### src/hw/rtl/c2s_pkg.sv
// Shared types, constants and arctangent table for the Cartesian-to-spherical converter.
package c2s_pkg;

  localparam int COORD_WIDTH = 16;
  localparam int ACC_W = 64;
  localparam logic [63:0] PI_Q60 = 64'h3243F6A8885A308D;
  localparam logic [37:0] PI36 = 38'(PI_Q60 >> 24);
  localparam logic [16:0] HALF_TURN = 17'd46080;
  localparam logic [16:0] FULL_TURN = 17'd92160;

  // Reciprocal of PI36 scaled by 2^69, for the degree quotient estimate.
  localparam logic [31:0] DEG_RECIP = 32'((70'd1 << 69) / 70'(PI36));
  // Register stages in the radian-to-degree unit.
  localparam int DEG_STAGES = 4;

  // Results that bypass the angle pipeline.
  localparam logic [1:0] SP_NORMAL = 2'd0;
  localparam logic [1:0] SP_ORIGIN = 2'd1;
  localparam logic [1:0] SP_ZAXIS  = 2'd2;

  // atan(2^-i) in radians, Q60, from the truncated alternating series.
  function automatic logic [63:0] atan_q60(input int i);
    logic [63:0] acc;
    logic [63:0] term;
    int e;
    acc = 64'd0;
    if (i == 0) begin
      acc = PI_Q60 >> 2;
    end else begin
      for (int k = 0; k < 32; k++) begin
        e = i * (2 * k + 1);
        if (e <= 60) begin
          term = (64'd1 << (60 - e)) / 64'(2 * k + 1);
          if (k % 2 == 1) acc = acc - term;
          else acc = acc + term;
        end
      end
    end
    return acc;
  endfunction

  // Sideband that travels with each point down the chain.
  typedef struct packed {
    logic        valid;
    logic [1:0]  special;
    logic        z_neg;
  } c2s_tag_t;

endpackage

### src/hw/rtl/c2s_to_deg.sv
// Angle in radians (Q60) to rounded degrees, four register stages.
module c2s_to_deg import c2s_pkg::*; (
  input  logic               clk,
  input  logic               en,
  input  logic signed [63:0] ang_i,
  output logic [16:0]        deg_r
);
  // a36 < 2^39 for angles below 2*pi; scaled numerator below 2^55.
  logic [38:0] a36;
  logic [54:0] a55;
  logic [54:0] num_r, num2_r, num3_r;
  logic [63:0] est;
  logic [16:0] qe_r, qe3_r;
  logic [35:0] ph_r, pl_r;
  logic [54:0] rem;
  assign a36 = ang_i[63] ? 39'd0 : ang_i[62:24];
  assign a55 = 55'(a36);
  // Reciprocal estimate is never high and at most one low.
  assign est = 64'(num_r[54:23]) * 64'(DEG_RECIP);
  assign rem = num3_r - ((55'(ph_r) << 19) + 55'(pl_r));
  always_ff @(posedge clk) begin
    if (en) begin
      // 46080 = 45 * 1024: shift-add scale plus half a divisor for rounding
      num_r  <= (a55 << 15) + (a55 << 13) + (a55 << 12) + (a55 << 10)
                + 55'(PI36 >> 1);
      num2_r <= num_r;
      qe_r   <= est[62:46];
      ph_r   <= 36'(qe_r) * 36'(PI36[37:19]);
      pl_r   <= 36'(qe_r) * 36'(PI36[18:0]);
      num3_r <= num2_r;
      qe3_r  <= qe_r;
      deg_r  <= (rem >= 55'(PI36)) ? qe3_r + 17'd1 : qe3_r;
    end
  end
endmodule

### config.mk
export PLATFORM = sky130hd
export DESIGN_NAME = c2s_to_deg
export DESIGN_NICKNAME = d
export VERILOG_FILES = /design/src/hw/rtl/c2s_pkg.sv /design/src/hw/rtl/c2s_to_deg.sv
export SDC_FILE = /design/constraint.sdc
export NUM_CORES = 2
export LEC_CHECK = 0
export BUFFER_PORTS_ARGS = -buffer_cell sky130_fd_sc_hd__buf_2
export CAP_MARGIN = 20
export CORE_UTILIZATION = 65
export CTS_CLUSTER_DIAMETER = 40
export CTS_CLUSTER_SIZE = 30
export DETAILED_ROUTE_END_ITERATION = 12
export PLACE_DENSITY = 0.82
export SYNTH_ARGS = -nofsm -noshare
export SYNTH_HDL_FRONTEND = slang
export SYNTH_SLANG_ARGS = --single-unit
### constraint.sdc
create_clock -name clk -period 15.2 [get_ports clk]
set_input_delay 1.52 -clock clk [delete_from_list [all_inputs] [get_ports clk]]
set_output_delay 1.52 -clock clk [all_outputs]
set_load 0.05 [all_outputs]
# ---- Word-level counts from Yosys, hierarchy flattened
# Index checks and enable logic that the tools add are counted.
dict set report word_totals {
  in_bits 66
  out_inout_bits 17
  regBits 284
  wordCells 21
}
dict set report classes {
  multipliers 3
  addsub 7
  n_mux 2
  n_lt_le_gt_ge 1
}
# cell n
set ops {}
lappend ops {{multiplier 32 x 31 -> 62 bit (second input constant)} 1}
lappend ops {{adder 54 x 52 -> 55 bit} 1}
lappend ops {{adder 55 x 36 -> 55 bit} 1}
lappend ops {{adder 55 x 37 -> 55 bit (second input constant)} 1}
lappend ops {{adder 55 x 49 -> 55 bit} 1}
lappend ops {{adder 55 x 51 -> 55 bit} 1}
lappend ops {{>= comparator 55 x 38 -> 1 bit (second input constant)} 1}
lappend ops {{subtractor 55 bit} 1}
lappend ops {{two-way mux 39 bit} 1}
lappend ops {{multiplier 17 x 18 -> 35 bit (second input constant)} 1}
lappend ops {{multiplier 17 x 16 -> 33 bit (second input constant)} 1}
lappend ops {{adder 17 x 1 -> 17 bit (second input constant)} 1}
lappend ops {{two-way mux 17 bit} 1}

# ---- Logic depth before layout (Yosys ltp)
dict set report depth {
  depth_word 5
  ltp_mapped 30
  depth_no_buf 30
}

# ---- Worst setup path before layout
# Ideal clock, no wire load.
dict set report synth_timing {
  path_type {reg2reg}
  start {register num_r[35]}
  end {register qe_r[16], data pin}
  path_stages_with_launch 26
  arrival_ps 7178
  required_time_ps 14934
  slack_ps 7756
  cell_sequence {edfxtp_1 -> inv_1 -> fa_1 -> fa_1 -> fa_1 -> inv_1 -> fa_1 -> fa_1 -> fa_1 -> fa_1 -> inv_1 -> fa_1 -> inv_1 -> ha_1 -> a21o_1 -> a21o_1 -> a2111oi_0 -> o22a_1 -> o21ai_0 -> a221oi_1 -> a21oi_1 -> o21ai_0 -> and3_1 -> o31ai_1 -> o41ai_1 -> xnor2_1}
}
dict set report synth_between {
  elab_chain_cells 1
}
# item line
set synth_lines {}
lappend synth_lines {{start, declared} c2s_to_deg.sv:11} ;# logic [54:0] num_r, num2_r, num3_r;
lappend synth_lines {{start signal, assigned} c2s_to_deg.sv:24} ;# num_r <= (a55 << 15) + (a55 << 13) + (a55 << 12) + (a55 << 10)
lappend synth_lines {{multiplier 32 x 31 -> 62 bit} c2s_to_deg.sv:19} ;# assign est = 64'(num_r[54:23]) * 64'(DEG_RECIP);
lappend synth_lines {{net est[62]} c2s_to_deg.sv:12} ;# logic [63:0] est;
lappend synth_lines {{end signal, assigned} c2s_to_deg.sv:27} ;# qe_r <= est[62:46];
lappend synth_lines {{end, declared} c2s_to_deg.sv:13} ;# logic [16:0] qe_r, qe3_r;
# The timed path passes the listed nets, and every way through them passes these cells.
# A chain may end at the register's enable or synchronous reset.

# ---- Final worst setup path
dict set report layout_timing {
  start {register num_r[33]}
  end {register qe_r[16], data pin}
}
# The elaborated chain is that of the path after synthesis.

==> impl_results.md <==
- Status: finished clean
- R2R cell count: 25
- GPL Wtd Cong: about 0.95
- Critical path origin: num_r[33]
- Die area: about 65000 um2
- Starting density of the core: 65.99%
- Pin count of the biggest net entering global routing: between 90 and 100
- TNS Setup: 0 ps
- Clock Root Buffer: clkbuf_16
- DRT Pass-1 Iters: 7
- DR vias/cell: 5.615
- Routed WL: around 91000 um
- Synth Warn #: 0
- CTS resizes: 0
- Max-slew headroom: 30.95%
- Placed Area: approximately 43000 um2
- Max clock buf depth: 3
- Final #Nets: approximately 5500
- CTS Hold Bufs: 0
- GRT Util Overall: between 20 and 30%
- Cell variety after synth: 82
- Die Wd: around 260 um
- RSZ-0062 raised after global routing: false
- Net Count, Synth: roughly 5400
- Critical R2R Launch: num_r[33]
- Vias in the first global route: 29400
- Register area share after synthesis: 17.90%
- R2R Setup Slk: 6020 ps
- Fin. max-slew vios: 0
- Crit path max-delay cell type: a221oi_1
- # rows: 92
- Crit-path most repeated cell: fa_1
- Commonest cells after routing, fill and taps aside: 1085 x inv_1, 807 x ha_1, 652 x fa_1, 249 x edfxtp_1, 146 x a21oi_1
- Remaining antenna violation count after routing: 0
- Area of the core: 63310 um2
- Cell count after synthesis: slightly below 4000
- Postcts setup bufs: 0
- WHS Path Cells: 0
- Synth Register Bits: approximately 250
- Grt total ovfl: 0
- Hold Vio Cnt, Final: 0
- Tcrit/Tclk final: 60.39%
- Filler Cell Count: 4425
- TritonCTS Buffers: 40
- Top cell type's share of synthesized area: 31.24%
- Max H-tree Level: 2
- Synth top area cells: fa_1 31%, ha_1 24%, edfxtp_1 18%, inv_1 9.7%, xnor2_1 2.3%
- Hold_sp: num2_r[50]
- Max Cap Violations: 0
- Syn Area/Cell: 10.68 um2
- Worst Setup Start Kind: register
- Detailed placement HPWL: around 78000 um
- Post-synth EDFFs: ~250
- Wire per inst: approximately 19 um
- Drc violations: 0
- Clk_skew: 22.36 ps
- Clk sinks: approximately 250
- Cell total after placement: 4817
- Finished Layout Cells: 4891
- Cell Area, Synth: ~42000 um2
- Fraction of registers with async set/reset: 0%
- Final setup viols: 0
- Initial drt markers: between 1500 and 2000
- Element type at the critical path end: register
- Area Growth Syn to Fin: 6.945%
- Worst-Margin Slew: ~1000 ps
- Max Fanout on Critical Path: 7
- Most common cell after layout, fill and taps aside: inv_1
- Critical path buffer and inverter count: 4
- Ant diodes: 0
- Final core utilization: 70.58%
- Initial antenna violation count: 0
- Worst EP required: around 16000 ps
- Worst Path Class, Setup: register to register
- CTS tree: built
- Hold EP: num3_r[50]
- Worst-path clk slew: 60 ps
- Worst skew pair latency: between 500 and 600 ps
- Share of cells above drive strength 1: around 4.6%
- Final Cell Area: approximately 45000 um2
- Reg2Reg Capture Point: qe_r[16]
- Vias: 27460
- Hold WC Path Type: register to register
- Post-synth top area cell: fa_1
- Critical path's top delay family: adder cells
- Synth Flop Type: edfxtp_1
- Arrival time at the worst endpoint: ~9500 ps
- Critical path's largest stage delay: 780 ps
- I/O pin total: between 80 and 90
- F_max: about 110 MHz
- Period minus WS final: just over 9000 ps
- First-pass GRT wire length: roughly 150000 um
- Chip Height: 255.5 um
- PortBufs: between 50 and 60
## cells in the mapped netlist, drive strengths merged (39+ instances only)
master,number
o21ai,87
a21o,73
edfxtp,249
fa,652
nand2,89
ha,807
a21oi,148
inv,1085
nor2,111
xor2,44
xnor2,112
nand3,39
## logic make-up after synthesis
kind of cell	Yosys count	share of synthesized area, %
AOI/OAI and AO/OA	480	7.655
buffers and inverters	1104	9.943
muxes	8	0.1977
xor gates and xnor gates	156	3.270
and+or+nand+nor	457	5.630
DFF	249	17.90
adders and majority gates	1459	55.41
## worst max-delay path by stage
stage          endpoint  slack (ps)  cells past startpoint
2_1_floorplan  qe_r[16]        7760                     25
3_3_place_gp   qe_r[16]        6350                     25
3_5_place_dp   qe_r[16]        6190                     25
4_1_cts        qe_r[16]        6160                     25
5_1_grt        qe_r[16]        5750                     25
6_report       qe_r[16]        6020                     25
## registers in the layout, summed over array words and instances, names as in the netlist
register  flops
deg_r        17
num3_r       45
pl_r         29
ph_r         34
num_r        45
num2_r       45
qe_r         17
qe3_r        17
## per-stage QoR
stage                     worst slack [ps]  hold slack, ps
after global placement                6350           400.3
after detailed placement              6193           404.5
after floorplan                       7756           400.3
after global routing                  5753           421.1
final                                 6021           413.1
after CTS                             6159           416.3
## cell type report
class / instances / area, um2 / share of cell area, %
repair buffers: 77 / 442.9 / 0.9913
inverters: 1085 / 4073 / 9.115
multi-input cells: 2560 / 30150 / 67.47
clock buffers: 41 / 1005 / 2.249
clock inverters: 33 / 476.7 / 1.067
flip-flops and latches: 249 / 7477 / 16.73
well taps: 846 / 1059 / 2.369
## per-layer routing
layer  vias up  wire length, um  track usage, %
met5         -                0               0
met4         0             3366           10.60
met3       211             5918           5.159
met2       813            45190           50.24
met1     13560            36850           37.62
li1      12880                -               -
Power is left out: the tool's default activity adds up to more than one toggle a clock period on the data nets, which glitch-free logic cannot reach.
