**src/hw/rtl/c2s_pkg.sv**
```systemverilog
// Shared types, constants and arctangent table for the Cartesian-to-spherical converter.
package c2s_pkg;

  localparam int COORD_WIDTH = 16;
  localparam int ACC_W = 64;
  localparam logic [63:0] PI_Q60 = 64'h3243F6A8885A308D;
  localparam logic [37:0] PI36 = 38'(PI_Q60 >> 24);
  localparam logic [16:0] HALF_TURN = 17'd46080;
  localparam logic [16:0] FULL_TURN = 17'd92160;

  // Reciprocal of PI36 scaled by 2^69, for the degree quotient estimate.
  localparam logic [31:0] DEG_RECIP = 32'((70'd1 << 69) / 70'(PI36));
  // Register stages in the radian-to-degree unit.
  localparam int DEG_STAGES = 4;

  // Results that bypass the angle pipeline.
  localparam logic [1:0] SP_NORMAL = 2'd0;
  localparam logic [1:0] SP_ORIGIN = 2'd1;
  localparam logic [1:0] SP_ZAXIS  = 2'd2;

  // atan(2^-i) in radians, Q60, from the truncated alternating series.
  function automatic logic [63:0] atan_q60(input int i);
    logic [63:0] acc;
    logic [63:0] term;
    int e;
    acc = 64'd0;
    if (i == 0) begin
      acc = PI_Q60 >> 2;
    end else begin
      for (int k = 0; k < 32; k++) begin
        e = i * (2 * k + 1);
        if (e <= 60) begin
          term = (64'd1 << (60 - e)) / 64'(2 * k + 1);
          if (k % 2 == 1) acc = acc - term;
          else acc = acc + term;
        end
      end
    end
    return acc;
  endfunction

  // Sideband that travels with each point down the chain.
  typedef struct packed {
    logic        valid;
    logic [1:0]  special;
    logic        z_neg;
  } c2s_tag_t;

endpackage

```
**src/hw/rtl/c2s_sqrt_cell.sv**
```systemverilog
// One cell of the pipelined square root: settles one result bit per cycle while en is high.
module c2s_sqrt_cell import c2s_pkg::*; #(
  parameter int W   = 66,
  parameter int BIT = 0
) (
  input  logic         clk,
  input  logic         en,
  input  logic [W-1:0] rem_i,
  input  logic [W-1:0] res_i,
  output logic [W-1:0] rem_r,
  output logic [W-1:0] res_r
);
  localparam logic [W-1:0] ONE_BIT = W'(1) << (2 * BIT);
  logic [W-1:0] trial;
  assign trial = res_i + ONE_BIT;
  always_ff @(posedge clk) begin
    if (en) begin
      if (rem_i >= trial) begin
        rem_r <= rem_i - trial;
        res_r <= (res_i >> 1) + ONE_BIT;
      end else begin
        rem_r <= rem_i;
        res_r <= res_i >> 1;
      end
    end
  end
endmodule

```
**config.mk**
```make
export PLATFORM = sky130hd
export DESIGN_NAME = c2s_sqrt_cell
export DESIGN_NICKNAME = d
export VERILOG_FILES = /design/src/hw/rtl/c2s_pkg.sv /design/src/hw/rtl/c2s_sqrt_cell.sv
export SDC_FILE = /design/constraint.sdc
export NUM_CORES = 1
export LEC_CHECK = 0
export BUFFER_PORTS_ARGS = -buffer_cell sky130_fd_sc_hd__buf_2
export CORE_ASPECT_RATIO = 1.25
export CORE_MARGIN = 2
export CORE_UTILIZATION = 43
export CTS_CLUSTER_SIZE = 25
export DETAILED_ROUTE_END_ITERATION = 12
export GPL_ROUTABILITY_DRIVEN = 0
export PLACE_DENSITY = 0.66
export SYNTH_ARGS = -nofsm -noshare
export SYNTH_HDL_FRONTEND = slang
export SYNTH_SLANG_ARGS = --single-unit
```
**constraint.sdc**
```tcl
create_clock -name clk -period 12.7 [get_ports clk]
set_input_delay 2.54 -clock clk [delete_from_list [all_inputs] [get_ports clk]]
set_output_delay 2.54 -clock clk [all_outputs]
set_load 0.02 [all_outputs]
```
### Word level (Yosys, flattened, before mapping)

Cells that the tools add are included.

| operators by class | value |
|---|---|
| add/subtract/negate cells | 3 |
| $lt $le $gt $ge | 1 |
| muxes and demuxes | 2 |

Operators with widths:

| operator | number |
|---|---|
| adder 65 x 1 -> 66 bit, second input constant | 1 |
| adder 66 x 1 -> 66 bit, second input constant | 1 |
| >= comparator 66 bit | 1 |
| 2-to-1 mux 66 bit | 1 |
| subtractor 66 bit | 1 |
| 2-to-1 mux 65 bit | 1 |

| storage, ports and cells | value |
|---|---|
| register bits | 132 |
| logic and storage cells | 9 |
| input bits | 134 |

### Logic depth before layout (Yosys ltp)

| logic depth | value |
|---|---|
| depth after elaboration | 3 |
| depth in mapped cells | 25 |
| depth with buffers taken out | 21 |

### Worst setup path after synthesis

No wires, ideal clock.

| path | value |
|---|---|
| kind | in2reg |
| start point | input res_i[5] |
| end point | register res_r[16], data pin |
| stages on the path | 24 |
| data arrival time | 7.301 ns |
| slack | 5.134 ns |
| library setup time | 0.265 ns |
| cell sequence | clkbuf_1 -> nand4_1 -> or2_2 -> clkbuf_1 -> or3_1 -> clkbuf_1 -> or2_1 -> clkbuf_1 -> nor2_1 -> xnor2_1 -> ha_1 -> clkbuf_1 -> and3_1 -> and2_1 -> a221o_1 -> a21o_1 -> nor2b_1 -> o31ai_1 -> a21oi_1 -> or2_1 -> buf_2 -> buf_6 -> and3_1 -> xor2_1 |

| between the ends | value |
|---|---|
| cells in the longest elaborated chain, start to end | 3 |
| elaborated cells on any way between the ends | 4 |
| those cells by class | add/sub (2); order compare (1); mux (1) |

Ends and longest elaborated chain:

| item | line | RTL |
|---|---|---|
| start: declaration | c2s_sqrt_cell.sv:9 | `input logic [W-1:0] res_i,` |
| adder 66 x 1 -> 66 bit | c2s_sqrt_cell.sv:15 | `assign trial = res_i + ONE_BIT;` |
| >= comparator 66 bit | c2s_sqrt_cell.sv:18 | `if (rem_i >= trial) begin` |
| 2-to-1 mux 65 bit (*) | c2s_sqrt_cell.sv:18 |  |
| end signal: assignment | c2s_sqrt_cell.sv:20 | `res_r <= (res_i >> 1) + ONE_BIT;` |
| end signal: assignment | c2s_sqrt_cell.sv:23 | `res_r <= res_i >> 1;` |
| end: declaration | c2s_sqrt_cell.sv:11 | `output logic [W-1:0] res_r` |

Every way passes the cells marked *; elsewhere a longest branch is shown, timed or not.
A chain may end at the register's enable or synchronous reset.

### Worst setup path after layout

| path | value |
|---|---|
| start point | input res_i[4] |
| end point | register res_r[59], data pin |

Same word-level chain as after synthesis.

==> qor_table.md <==
| Item | Reported |
|---|---|
| Critical-path cell with the highest stage delay | sky130_fd_sc_hd__or2_4 |
| Total of buffers placed on input and output ports | 265 |
| Vias per inst | 5.81 |
| Cells traversed along the worst timing path | buf_2, nand4_1, or2_2, or3_1, or2_1, nor3_1, xnor2_1, ha_1, nand4_1, or2_2, nor3_1, o31ai_1, a21oi_1, or2_4, buf_4, nand4b_1, xnor2_1 |
| Category of the worst setup path capture point | register |
| Number of antenna violations at the first check in global routing | 5 |
| Gr ovfl total | 0 |
| Switching pwr | 0.000529 W |
| Synthesized area divided by synthesized cell count | 8.63 µm² |
| Sequential element share of the synthesized area | 35.2% |
| Number of nets with antenna violations after routing | 0 |
| RSZ-0062 raised after global routing | no |
| Share of total power consumed by net switching | 35.2% |
| Post-CTS setup repair buffer count | 0 |
| Vias in the first global route | 10,600 |
| Crit-path leading delay family | simple AND/OR/NAND/NOR gates |
| Static power due to leakage | 5.23 nW |
| Power Density | 113 mW/mm² |
| Overall track demand over capacity in global routing | 27.6% |
| PostCTS Resize Cnt | 0 |
| Number of H-tree levels | 4 |
| Slowest Stage Delay on Critical Path | 680 ps |
| Total cell area at the placement stage | 0.0127 mm² |
| Hold violation total from the final report | 0 |
| Pin count of the biggest net entering global routing | 73 |
| Maximum achievable frequency | 0.118 GHz |
| Fin util | 51.2% |
| CP Data Required Time | 12,890 ps |
| Slew Limit Fails | 0 |
| Area of the placeable core | 0.0258 mm² |
| Cell type with the highest aggregate area in the netlist | sky130_fd_sc_hd__edfxtp_1 |
| Tightest hold margin | 2400 ps |
| Final Critical Period | 8490 ps |
| Number of nets at the end of the flow | 1,713 |
| Category of the most critical setup path | in -> reg |
| Launch point of the worst hold path | rem_i[39] |
| Iteration-0 DRC count of the detailed router | 1,038 |
| Area of all placed cells without fillers | 0.0132 mm² |
| WP buf/inv | 2 |
| Count of state elements after synthesis | 132 |
| Clock buffers created by TritonCTS | 17 |
| Count of mapped cells out of synthesis | 1,304 |
| Final period utilization | 66.9% |
| Source of the critical timing path | res_i[4] |
| Die outline width | 149 µm |
| Via total after detailed routing | 10,900 |
| Part of the power in the clock network | 31.3% |
| Mapped cell area | 0.0113 mm² |
| Average detailed-routed wire length per instance | 20.4 µm |
| Post-synthesis async set-or-reset flop share | 0% |
| Top post-synthesis cells by area | sky130_fd_sc_hd__edfxtp_1 (35%), sky130_fd_sc_hd__xor2_1 (7.9%), sky130_fd_sc_hd__ha_1 (7.6%) |
| TritonCTS clock tree | done |
| Setup crit start kind | input port |
| Library cells used by synthesis | 64 |
| Cell count after placement | 1,831 |
| Class of the most critical hold timing path | in -> reg |
| Finish-stage setup viols | 0 |
| Pin slew with the least headroom to its limit | 949 ps |
| Count of hold buffers inserted by post-cts repair | 0 |
| Clock Tree Root | sky130_fd_sc_hd__clkbuf_16 |
| Area growth, synth to finish | 17.5% |
| Fraction of post-synthesis cell area in the top cell type by area | 35.2% |
| Normalized max-slew margin | 36.3% |
| Router iterations before antenna repair | 7 |
| Final Routed Wirelength | 38,200 µm |
| Arrival time of data at the critical path endpoint | 8680 ps |
| Die Ht | 185 µm |
| Maximum clock insertion buffer count | 2 |
| Final routed DRC violation total | 0 |
| Clock-pin transition on the worst setup and hold timing paths | 60 ps |
| Boundary Pins | 266 |
| Wire length of the first global-routing pass | 57,600 µm |
| Total half-perimeter wirelength after legalization and detailed placement | 30,200 µm |
| Part of the power in combinational logic | 31.6% |
| Status | completed |
| Sum of negative setup slack | 0 ps |
| Yosys warns | 0 |
| Sinks on the clock net | 132 |
| Number of nets in the synthesized netlist | 1,507 |
| Share of cells above drive strength 1 | 21.3% |
| Leading cell type in the layout, fill and taps excluded | sky130_fd_sc_hd__buf_2 |
| Cell internal power dissipation | 0.000972 W |
| Number of max-capacitance violations reported | 0 |
| CP max FO | 72 |
| Sequential Power Share | 37.1% |
| Total number of placement rows | 66 |
| Top flip-flop cell by instance count after synthesis | sky130_fd_sc_hd__edfxtp_1 |
| Area of the die | 0.0275 mm² |
| Starting density of the core | 43.6% |
| Worst ir drop on vdd | 0.0000904 V |
| Number of flops mapped to enable cells by yosys | 132 |
| Final instance count without filler cells | 1,870 |
| Most frequent cells in the layout | sky130_fd_sc_hd__buf_2 (264), sky130_fd_sc_hd__nor2_1 (151), sky130_fd_sc_hd__edfxtp_1 (132) |
==> state kept, by name, summed over array words and instances (netlist names) <==
name   cells
rem_r     66
res_r     66
==> power by group through the flow <==
stage / Clock (W) / Combinational, W / Sequential, W
2_1_floorplan: 0 / 0.000249 / 0.000629
3_5_place_dp: 0 / 0.000467 / 0.000565
5_1_grt: 0.000491 / 0.000515 / 0.000562
3_3_place_gp: 0 / 0.000465 / 0.000567
4_1_cts: 0.000476 / 0.000470 / 0.000558
6_report: 0.000470 / 0.000474 / 0.000557
==> Yosys cell counts, drive strengths merged (6+ instances only) <==
cell and n:
nor2 152, edfxtp 132, nand2 131, a21oi 126, xor2 102, xnor2 90
ha 68, nand4 62, clkbuf 55, o21ai 54, nor3 48, nand3 44
a21o 39, buf 26, and3 21, inv 16, nor4 14, or2 13
or3 12, a211oi 10, o21bai 9, o21a 8, o31ai 8, a31oi 7
a21boi 6, and2 6
==> per-stage QoR <==
step | setup WS (ps) | total power (W)
floorplan | 5130 | 0.000879
global placement | 4040 | 0.00103
detailed placement | 3860 | 0.00103
CTS | 4310 | 0.00150
global route | 3770 | 0.00157
finish | 4210 | 0.00150
==> path summary, 6_finish.rpt <==
path | endpoint | cells past startpoint | slack [ps]
worst max-delay path | res_r[59] | 17 | 4210
worst min-delay path | rem_r[39] | 3 | 2400
==> cells by family after synthesis <==
kind of cell / Yosys count / synth area share (%)
buffers and inverters: 97 / 3.79
AND/OR/NAND/NOR: 521 / 22.2
flip-flops: 132 / 35.2
adder cells (fa/ha/maj): 69 / 7.73
XOR/XNOR: 192 / 14.9
AO/OA/AOI/OAI: 293 / 16.1
==> area by class of cell <==
type                       count  area [µm²]
antenna                        7        17.5
clock buffer                  17         425
clock inverter                15         115
fill                        2476       12600
inverter                      16        60.1
multi-input combinational   1075        6880
sequential                   132        3960
tap                          340         425
timing repair buffer         268        1350
==> per-layer routing <==
metal | global-route usage [%] | part of all wire, % | up-vias | routed length [µm]
li1 | - | - | 5162 | -
met1 | 32.5 | 38 | 4993 | 14600
met2 | 47.1 | 49 | 577 | 18600
met3 | 5.10 | 7.8 | 135 | 2970
met4 | 15.8 | 5.5 | 2 | 2090
met5 | 0 | 0.029 | - | 11
No activity file was read; power rests on OpenSTA's default activity.
