## src/hw/rtl/c2s_pkg.sv

```systemverilog
// Shared types, constants and arctangent table for the Cartesian-to-spherical converter.
package c2s_pkg;

  localparam int COORD_WIDTH = 16;
  localparam int ACC_W = 64;
  localparam logic [63:0] PI_Q60 = 64'h3243F6A8885A308D;
  localparam logic [37:0] PI36 = 38'(PI_Q60 >> 24);
  localparam logic [16:0] HALF_TURN = 17'd46080;
  localparam logic [16:0] FULL_TURN = 17'd92160;

  // Reciprocal of PI36 scaled by 2^69, for the degree quotient estimate.
  localparam logic [31:0] DEG_RECIP = 32'((70'd1 << 69) / 70'(PI36));
  // Register stages in the radian-to-degree unit.
  localparam int DEG_STAGES = 4;

  // Results that bypass the angle pipeline.
  localparam logic [1:0] SP_NORMAL = 2'd0;
  localparam logic [1:0] SP_ORIGIN = 2'd1;
  localparam logic [1:0] SP_ZAXIS  = 2'd2;

  // atan(2^-i) in radians, Q60, from the truncated alternating series.
  function automatic logic [63:0] atan_q60(input int i);
    logic [63:0] acc;
    logic [63:0] term;
    int e;
    acc = 64'd0;
    if (i == 0) begin
      acc = PI_Q60 >> 2;
    end else begin
      for (int k = 0; k < 32; k++) begin
        e = i * (2 * k + 1);
        if (e <= 60) begin
          term = (64'd1 << (60 - e)) / 64'(2 * k + 1);
          if (k % 2 == 1) acc = acc - term;
          else acc = acc + term;
        end
      end
    end
    return acc;
  endfunction

  // Sideband that travels with each point down the chain.
  typedef struct packed {
    logic        valid;
    logic [1:0]  special;
    logic        z_neg;
  } c2s_tag_t;

endpackage

```

## src/hw/rtl/c2s_cordic_cell.sv

```systemverilog
// One CORDIC vectoring cell: rotate the vector by +/- atan(2^-STAGE).
module c2s_cordic_cell import c2s_pkg::*; #(
  parameter int W     = 34,
  parameter int STAGE = 0
) (
  input  logic                 clk,
  input  logic                 en,
  input  logic signed [W-1:0]  px_i,
  input  logic signed [W-1:0]  py_i,
  input  logic signed [63:0]   acc_i,
  output logic signed [W-1:0]  px_r,
  output logic signed [W-1:0]  py_r,
  output logic signed [63:0]   acc_r
);
  localparam logic [63:0] ATAN = atan_q60(STAGE);
  logic signed [W-1:0] xs, ys;
  assign xs = px_i >>> STAGE;
  assign ys = py_i >>> STAGE;
  always_ff @(posedge clk) begin
    if (en) begin
      if (py_i > 0) begin
        px_r  <= px_i + ys;
        py_r  <= py_i - xs;
        acc_r <= acc_i + $signed(ATAN);
      end else begin
        px_r  <= px_i - ys;
        py_r  <= py_i + xs;
        acc_r <= acc_i - $signed(ATAN);
      end
    end
  end
endmodule

```

## config.mk

```make
export PLATFORM = sky130hd
export DESIGN_NAME = c2s_cordic_cell
export DESIGN_NICKNAME = d
export VERILOG_FILES = /design/src/hw/rtl/c2s_pkg.sv /design/src/hw/rtl/c2s_cordic_cell.sv
export SDC_FILE = /design/constraint.sdc
export NUM_CORES = 1
export LEC_CHECK = 0
export ABC_AREA = 0
export BUFFER_PORTS_ARGS = -buffer_cell sky130_fd_sc_hd__buf_4
export CAP_MARGIN = 20
export CORE_MARGIN = 5
export CORE_UTILIZATION = 40
export CTS_CLUSTER_SIZE = 28
export DETAILED_ROUTE_END_ITERATION = 12
export PLACE_DENSITY = 0.65
export SLEW_MARGIN = 5
export SYNTH_ARGS = -nofsm -noshare
export SYNTH_HDL_FRONTEND = slang
export SYNTH_SLANG_ARGS = --single-unit
```

## constraint.sdc

```tcl
create_clock -name clk -period 7.15 [get_ports clk]
set_clock_uncertainty 0.05 [all_clocks]
set_input_delay 0.715 -clock clk [delete_from_list [all_inputs] [get_ports clk]]
set_output_delay 0.715 -clock clk [all_outputs]
set_load 0.01 [all_outputs]
```

-- After elaboration in Yosys (flattened, before gate mapping)
Cells that the tools add are included.
- input port bits: 134
- logic and storage cells: 12
- bits in registers: 132
- output and inout bits: 132
- muxes and demuxes: 3
- $lt $le $gt $ge: 1
- add/subtract/negate cells: 5
- operators by type and width (operator ; number):
    2-to-1 mux 34 bit ; 2
    subtractor 34 bit ; 2
    adder 64 x 61 -> 64 bit (second input constant) ; 1
    2-to-1 mux 64 bit ; 1
    subtractor 64 x 61 -> 64 bit (second input constant) ; 1
    adder 34 bit ; 1
    greater-than comparator 34 x 1 -> 1 bit (second input constant) ; 1

-- Longest topological paths before layout
- depth in word-level cells: 2
- mapped depth: 21
- depth with buffers taken out: 17

-- Worst setup path after synthesis
No wires, ideal clock.
- kind: input to register
- start point: in py_i[6]
- end point: reg acc_r[62] (data pin)
- setup slack: 1.247 ns
- data required time: 6.965 ns
- cell stages on the path: 19
- path buffers: 3
- arrival: 5.718 ns
- setup time: 0.135 ns
- cell sequence: nor4_1 nand4_1 nor2_1 a21o_1 clkbuf_1 clkbuf_1 buf_1 ha_1 a21o_1 a221o_1 o22ai_1 o211ai_2 o211ai_2 o21ai_2 a311o_2 a21bo_1 and3_4 or3_1 nand3_1
- longest elaborated chain between the ends: 2
- ends and longest elaborated chain (item ; line ; source):
    start: declaration ; c2s_cordic_cell.sv:9 ; input logic signed [W-1:0] py_i,
    greater-than comparator 34 x 1 -> 1 bit ; c2s_cordic_cell.sv:21 ; if (py_i > 0) begin
    2-to-1 mux 64 bit ; c2s_cordic_cell.sv:21 ;
    end signal: assignment ; c2s_cordic_cell.sv:24 ; acc_r <= acc_i + $signed(ATAN);
    end signal: assignment ; c2s_cordic_cell.sv:28 ; acc_r <= acc_i - $signed(ATAN);
    end: declaration ; c2s_cordic_cell.sv:13 ; output logic signed [63:0] acc_r
No other way between the ends.
A chain may end at the register's enable or synchronous reset.

-- Final worst setup path
- start point: in py_i[23]
- end point: reg acc_r[63] (data pin)
The elaborated chain is that of the path after synthesis.

==> run summary <==
The run finished with clean final reports. Total of hold buffers inserted after clock tree synthesis: 0. The library cell occupying the most area in the post-synthesis netlist is sky130_fd_sc_hd__edfxtp_1. During placement, the flow inserted port buffers numbering 265. The largest voltage drop on the vdd net is 0.157 mV. The critical path in this run is classified as in2reg. Counting flops with an async set or reset pin after synthesis yields a share of 0%.

The smallest clock period supported by the final layout is computed as 5240 ps. By area the synthesized netlist is led by sky130_fd_sc_hd__edfxtp_1, sky130_fd_sc_hd__ha_1, sky130_fd_sc_hd__a21oi_1, sky130_fd_sc_hd__xnor2_1, sky130_fd_sc_hd__o21ai_0. In the routed layout, each cell is associated on average with a via count of 5.60.

The run gives 42200 µm as the aggregate routed wire length. For the total via count in the routed design, the log shows 12300. In this run the static leakage power is 7.06 nW.

Across the run, the number of max-cap violations was 0. TritonCTS built the clock tree. The die is 190 µm tall. The number of nets in the synthesized netlist is 1820. The pin count of the biggest net entering global routing was 74; the count of cell types in the netlist was 73. The repair_antennas step left the layout with diodes totalling 0.

Relative slew slack: 35.7%. Routability congestion estimate from global placement: 0.972. Setup violations remaining at the end of the flow were counted as 0. The data required time of the worst path is 7290 ps, and the worst-case clock buffer depth is 2.

Summed over all layers, the global routing overflow is 0. The nature of the critical path startpoint was an input port. The CTS H-tree depth is 4. Setup repair after global routing left no endpoint under its margin.

The number of flip-flops and latches in the synthesized netlist was 131; the starting density of the core was 40.2%. The parity-gate share of the synthesized area counting xor and xnor cells is 8.41%. For this design, the sink count on the clock tree is 131.

The number of cells in the finished layout apart from fillers was 2193. The share of synthesized area in the top cell type comes to 30.2%. The logs give 0 for the initial antenna violation count and 17 for the total CTS buffers. On the worst path, the slowest cell contributes a delay of 600 ps.

The clock slew seen by the registers of the worst setup and hold paths was 60 ps; the area of the mapped netlist was 13000 µm². The net count of the finished layout was 2038; the number of warnings printed during yosys synthesis was 0. Transition time at the pin with the least slew margin: 954 ps. The share of post-route cells with drive strength above 1 works out to 18.6%. The area fraction in compound gates after synthesis was 25.9%; the first-pass GRT wire length was 65100 µm. The logs give 5370 ps for the arrival time of data at the critical path endpoint and 1017 for the number of design-rule violations left by the first detailed-router iteration. The number of top-level pins is 266, and the power density over the cells is 204 nW/µm².

The most used flip-flop cell after synthesis is sky130_fd_sc_hd__edfxtp_1. The worst hold path belongs to the class in2reg. The site row count was 66; the simple-gate share of the synthesized area was 12.6%. Post-route DRC violation count: 0.

Traced cell by cell, the critical path runs through buf_4, nor4_1, nand4_1, nor2_1, a21o_4, inv_2, ha_1, nand4_1, a211oi_1, o21ai_0, a31oi_1, o211ai_1, nand2_1, a41oi_1, o21a_1, o311ai_1, a21oi_1, xnor2_1. The biggest fanout along the worst timing path came out at 28. The final hold violation count is 0, and the half-perimeter wire length after placement is 33500 µm. The worst setup path is captured at a flip-flop. The number of global-route vias before repair is 12100. In this run, synthesis inferred 131 flip-flops with an integrated enable.

Of the available clock period, the critical path in the final layout requires 73.2%. The worst hold path passes through 2 cells. The synthesized netlist devotes 16.2% of its cell area to adder and majority cells. The logs give 1520 for the number of cells produced by synthesis and 2161 for the number of placed cells counting well taps. In this run the remaining antenna-violating nets after routing total 0.

The multiplexer fraction of the synthesized cell area was 0.702%. The tools report the maximum clock frequency as 191 MHz. The core region is 32400 µm².

Once the clock tree was built, the resizer swapped 0 gates to a different size. The detailed-route wire length per cell was 19.2 µm; the aggregate global-route resource usage was 22.6%. The fraction of the yosys area taken by sequential cells came out at 30.2%. The die covers 36300 µm². In this run the mean area of a mapped cell was 8.56 µm². Final max-slew violation count: 0. The tools report the post-CTS setup-driven buffer insertion count as 0. Main combinational cell family by area after synthesis: compound AO/OA/AOI/OAI gates.

The final sum of negative setup slack is 0 ps, and the final-layout fill cell count is 3104. The first TritonRoute pass finished after 6 iterations. The floorplan step set the die width to 190 µm. CTS placed an instance of sky130_fd_sc_hd__clkbuf_16 at the clock tree root. The area growth from synthesis to layout works out to 22.3%.

On the critical path, the stage with the largest delay is an instance of sky130_fd_sc_hd__nor4_1. The dominant cell type by count on the critical path is sky130_fd_sc_hd__nand4_1.
final cells by class:
cell class	count	area [µm²]	area share, %
sequential	131	3930	24.7
tap	442	553	3.47
clock buffer	20	437	2.74
timing repair buffer	270	2030	12.7
clock inverter	12	186	1.17
multi-input combinational	1191	8310	52.2
inverter	127	477	2.99
where the power goes:
part           switching (W)  total, W  internal, W  leakage (nW)
combinational       0.000701   0.00123     0.000526          5.47
sequential         0.0000423   0.00107      0.00102          1.28
clock               0.000339  0.000952     0.000613         0.305
total                0.00108   0.00325      0.00216          7.06
cells in the mapped netlist, types with 4 or more instances:
cell type	number
sky130_fd_sc_hd__a21oi_1	212
sky130_fd_sc_hd__ha_1	162
sky130_fd_sc_hd__edfxtp_1	131
sky130_fd_sc_hd__nor2_1	128
sky130_fd_sc_hd__inv_1	124
sky130_fd_sc_hd__o21ai_0	96
sky130_fd_sc_hd__xnor2_1	92
sky130_fd_sc_hd__nand2_1	81
sky130_fd_sc_hd__a21o_1	56
sky130_fd_sc_hd__clkbuf_1	50
sky130_fd_sc_hd__o21bai_1	37
sky130_fd_sc_hd__xor2_1	33
sky130_fd_sc_hd__nand4_1	31
sky130_fd_sc_hd__nor2b_1	20
sky130_fd_sc_hd__nor3_1	20
sky130_fd_sc_hd__a31oi_1	17
sky130_fd_sc_hd__nand3_1	17
sky130_fd_sc_hd__a211oi_1	14
sky130_fd_sc_hd__o21a_1	12
sky130_fd_sc_hd__o31ai_1	12
sky130_fd_sc_hd__buf_1	10
sky130_fd_sc_hd__nor4_1	10
sky130_fd_sc_hd__o211ai_1	9
sky130_fd_sc_hd__and3_1	8
sky130_fd_sc_hd__mux2i_1	8
sky130_fd_sc_hd__buf_4	7
sky130_fd_sc_hd__nand2b_1	7
sky130_fd_sc_hd__o21ai_1	7
sky130_fd_sc_hd__a311oi_1	6
sky130_fd_sc_hd__and2_1	6
sky130_fd_sc_hd__o22ai_1	6
sky130_fd_sc_hd__o31a_1	5
sky130_fd_sc_hd__a21boi_0	4
sky130_fd_sc_hd__fa_1	4
sky130_fd_sc_hd__o221ai_1	4
sky130_fd_sc_hd__o41ai_1	4
sky130_fd_sc_hd__or2_2	4
sky130_fd_sc_hd__or3_1	4
final timing paths:
path  slack (ps)                  end  startpoint
max         1910  acc_r[63]$_DFFE_PP_    py_i[23]
min          540   acc_r[0]$_DFFE_PP_    acc_i[0]
worst max-delay path, delay by kind of cell:
| family | cells | cell delay [ps] |
|---|---|---|
| AND/OR/NAND/NOR | 5 | 1390 |
| XOR/XNOR | 1 | 130 |
| AO/OA/AOI/OAI | 9 | 2200 |
| adder cells (fa/ha/maj) | 1 | 500 |
| buffers and inverters | 2 | 420 |
cells by family after synthesis:
group                      Yosys count
AOI/OAI and AO/OA                  542
and+or+nand+nor                    349
buffers and inverters              198
adders and majority gates          166
DFF                                131
xor gates and xnor gates           125
muxes                                9
metrics by stage:
step | hold WS, ps | util (%) | power [W] | setup WS [ps] | area, µm²
6_report | 538 | 49.2 | 0.00325 | 1910 | 15900
5_1_grt | 530 | 49.2 | 0.00343 | 1730 | 15900
4_1_cts | 516 | 49.2 | 0.00327 | 1980 | 15900
3_5_place_dp | 979 | 47.3 | 0.00230 | 1530 | 15300
3_3_place_gp | 970 | 47.3 | 0.00229 | 1610 | 15300
2_1_floorplan | 777 | - | 0.00180 | 1250 | 13000
placed cells by master, fill, tap and decap left out, types with 14 or more instances in the layout:
cell | Yosys | layout
sky130_fd_sc_hd__buf_4 | 7 | 270
sky130_fd_sc_hd__a21oi_1 | 212 | 212
sky130_fd_sc_hd__ha_1 | 162 | 162
sky130_fd_sc_hd__edfxtp_1 | 131 | 131
sky130_fd_sc_hd__nor2_1 | 128 | 128
sky130_fd_sc_hd__inv_1 | 124 | 123
sky130_fd_sc_hd__o21ai_0 | 96 | 96
sky130_fd_sc_hd__xnor2_1 | 92 | 92
sky130_fd_sc_hd__nand2_1 | 81 | 81
sky130_fd_sc_hd__a21o_1 | 56 | 55
sky130_fd_sc_hd__o21bai_1 | 37 | 37
sky130_fd_sc_hd__xor2_1 | 33 | 33
sky130_fd_sc_hd__nand4_1 | 31 | 31
sky130_fd_sc_hd__nor3_1 | 20 | 20
sky130_fd_sc_hd__nor2b_1 | 20 | 20
sky130_fd_sc_hd__nand3_1 | 17 | 17
sky130_fd_sc_hd__a31oi_1 | 17 | 17
sky130_fd_sc_hd__clkbuf_16 | 0 | 17
sky130_fd_sc_hd__a211oi_1 | 14 | 14
flip-flops by register name, indices dropped and copies added (netlist names):
register,count
acc_r,64
px_r,34
py_r,33
routing by layer:
metal,track usage [%],routed length (µm)
met1,29.6,18000
met2,37.6,19700
met3,4.91,3450
met4,6.77,1010
met5,0,0
(Power assumes the default switching activity.)
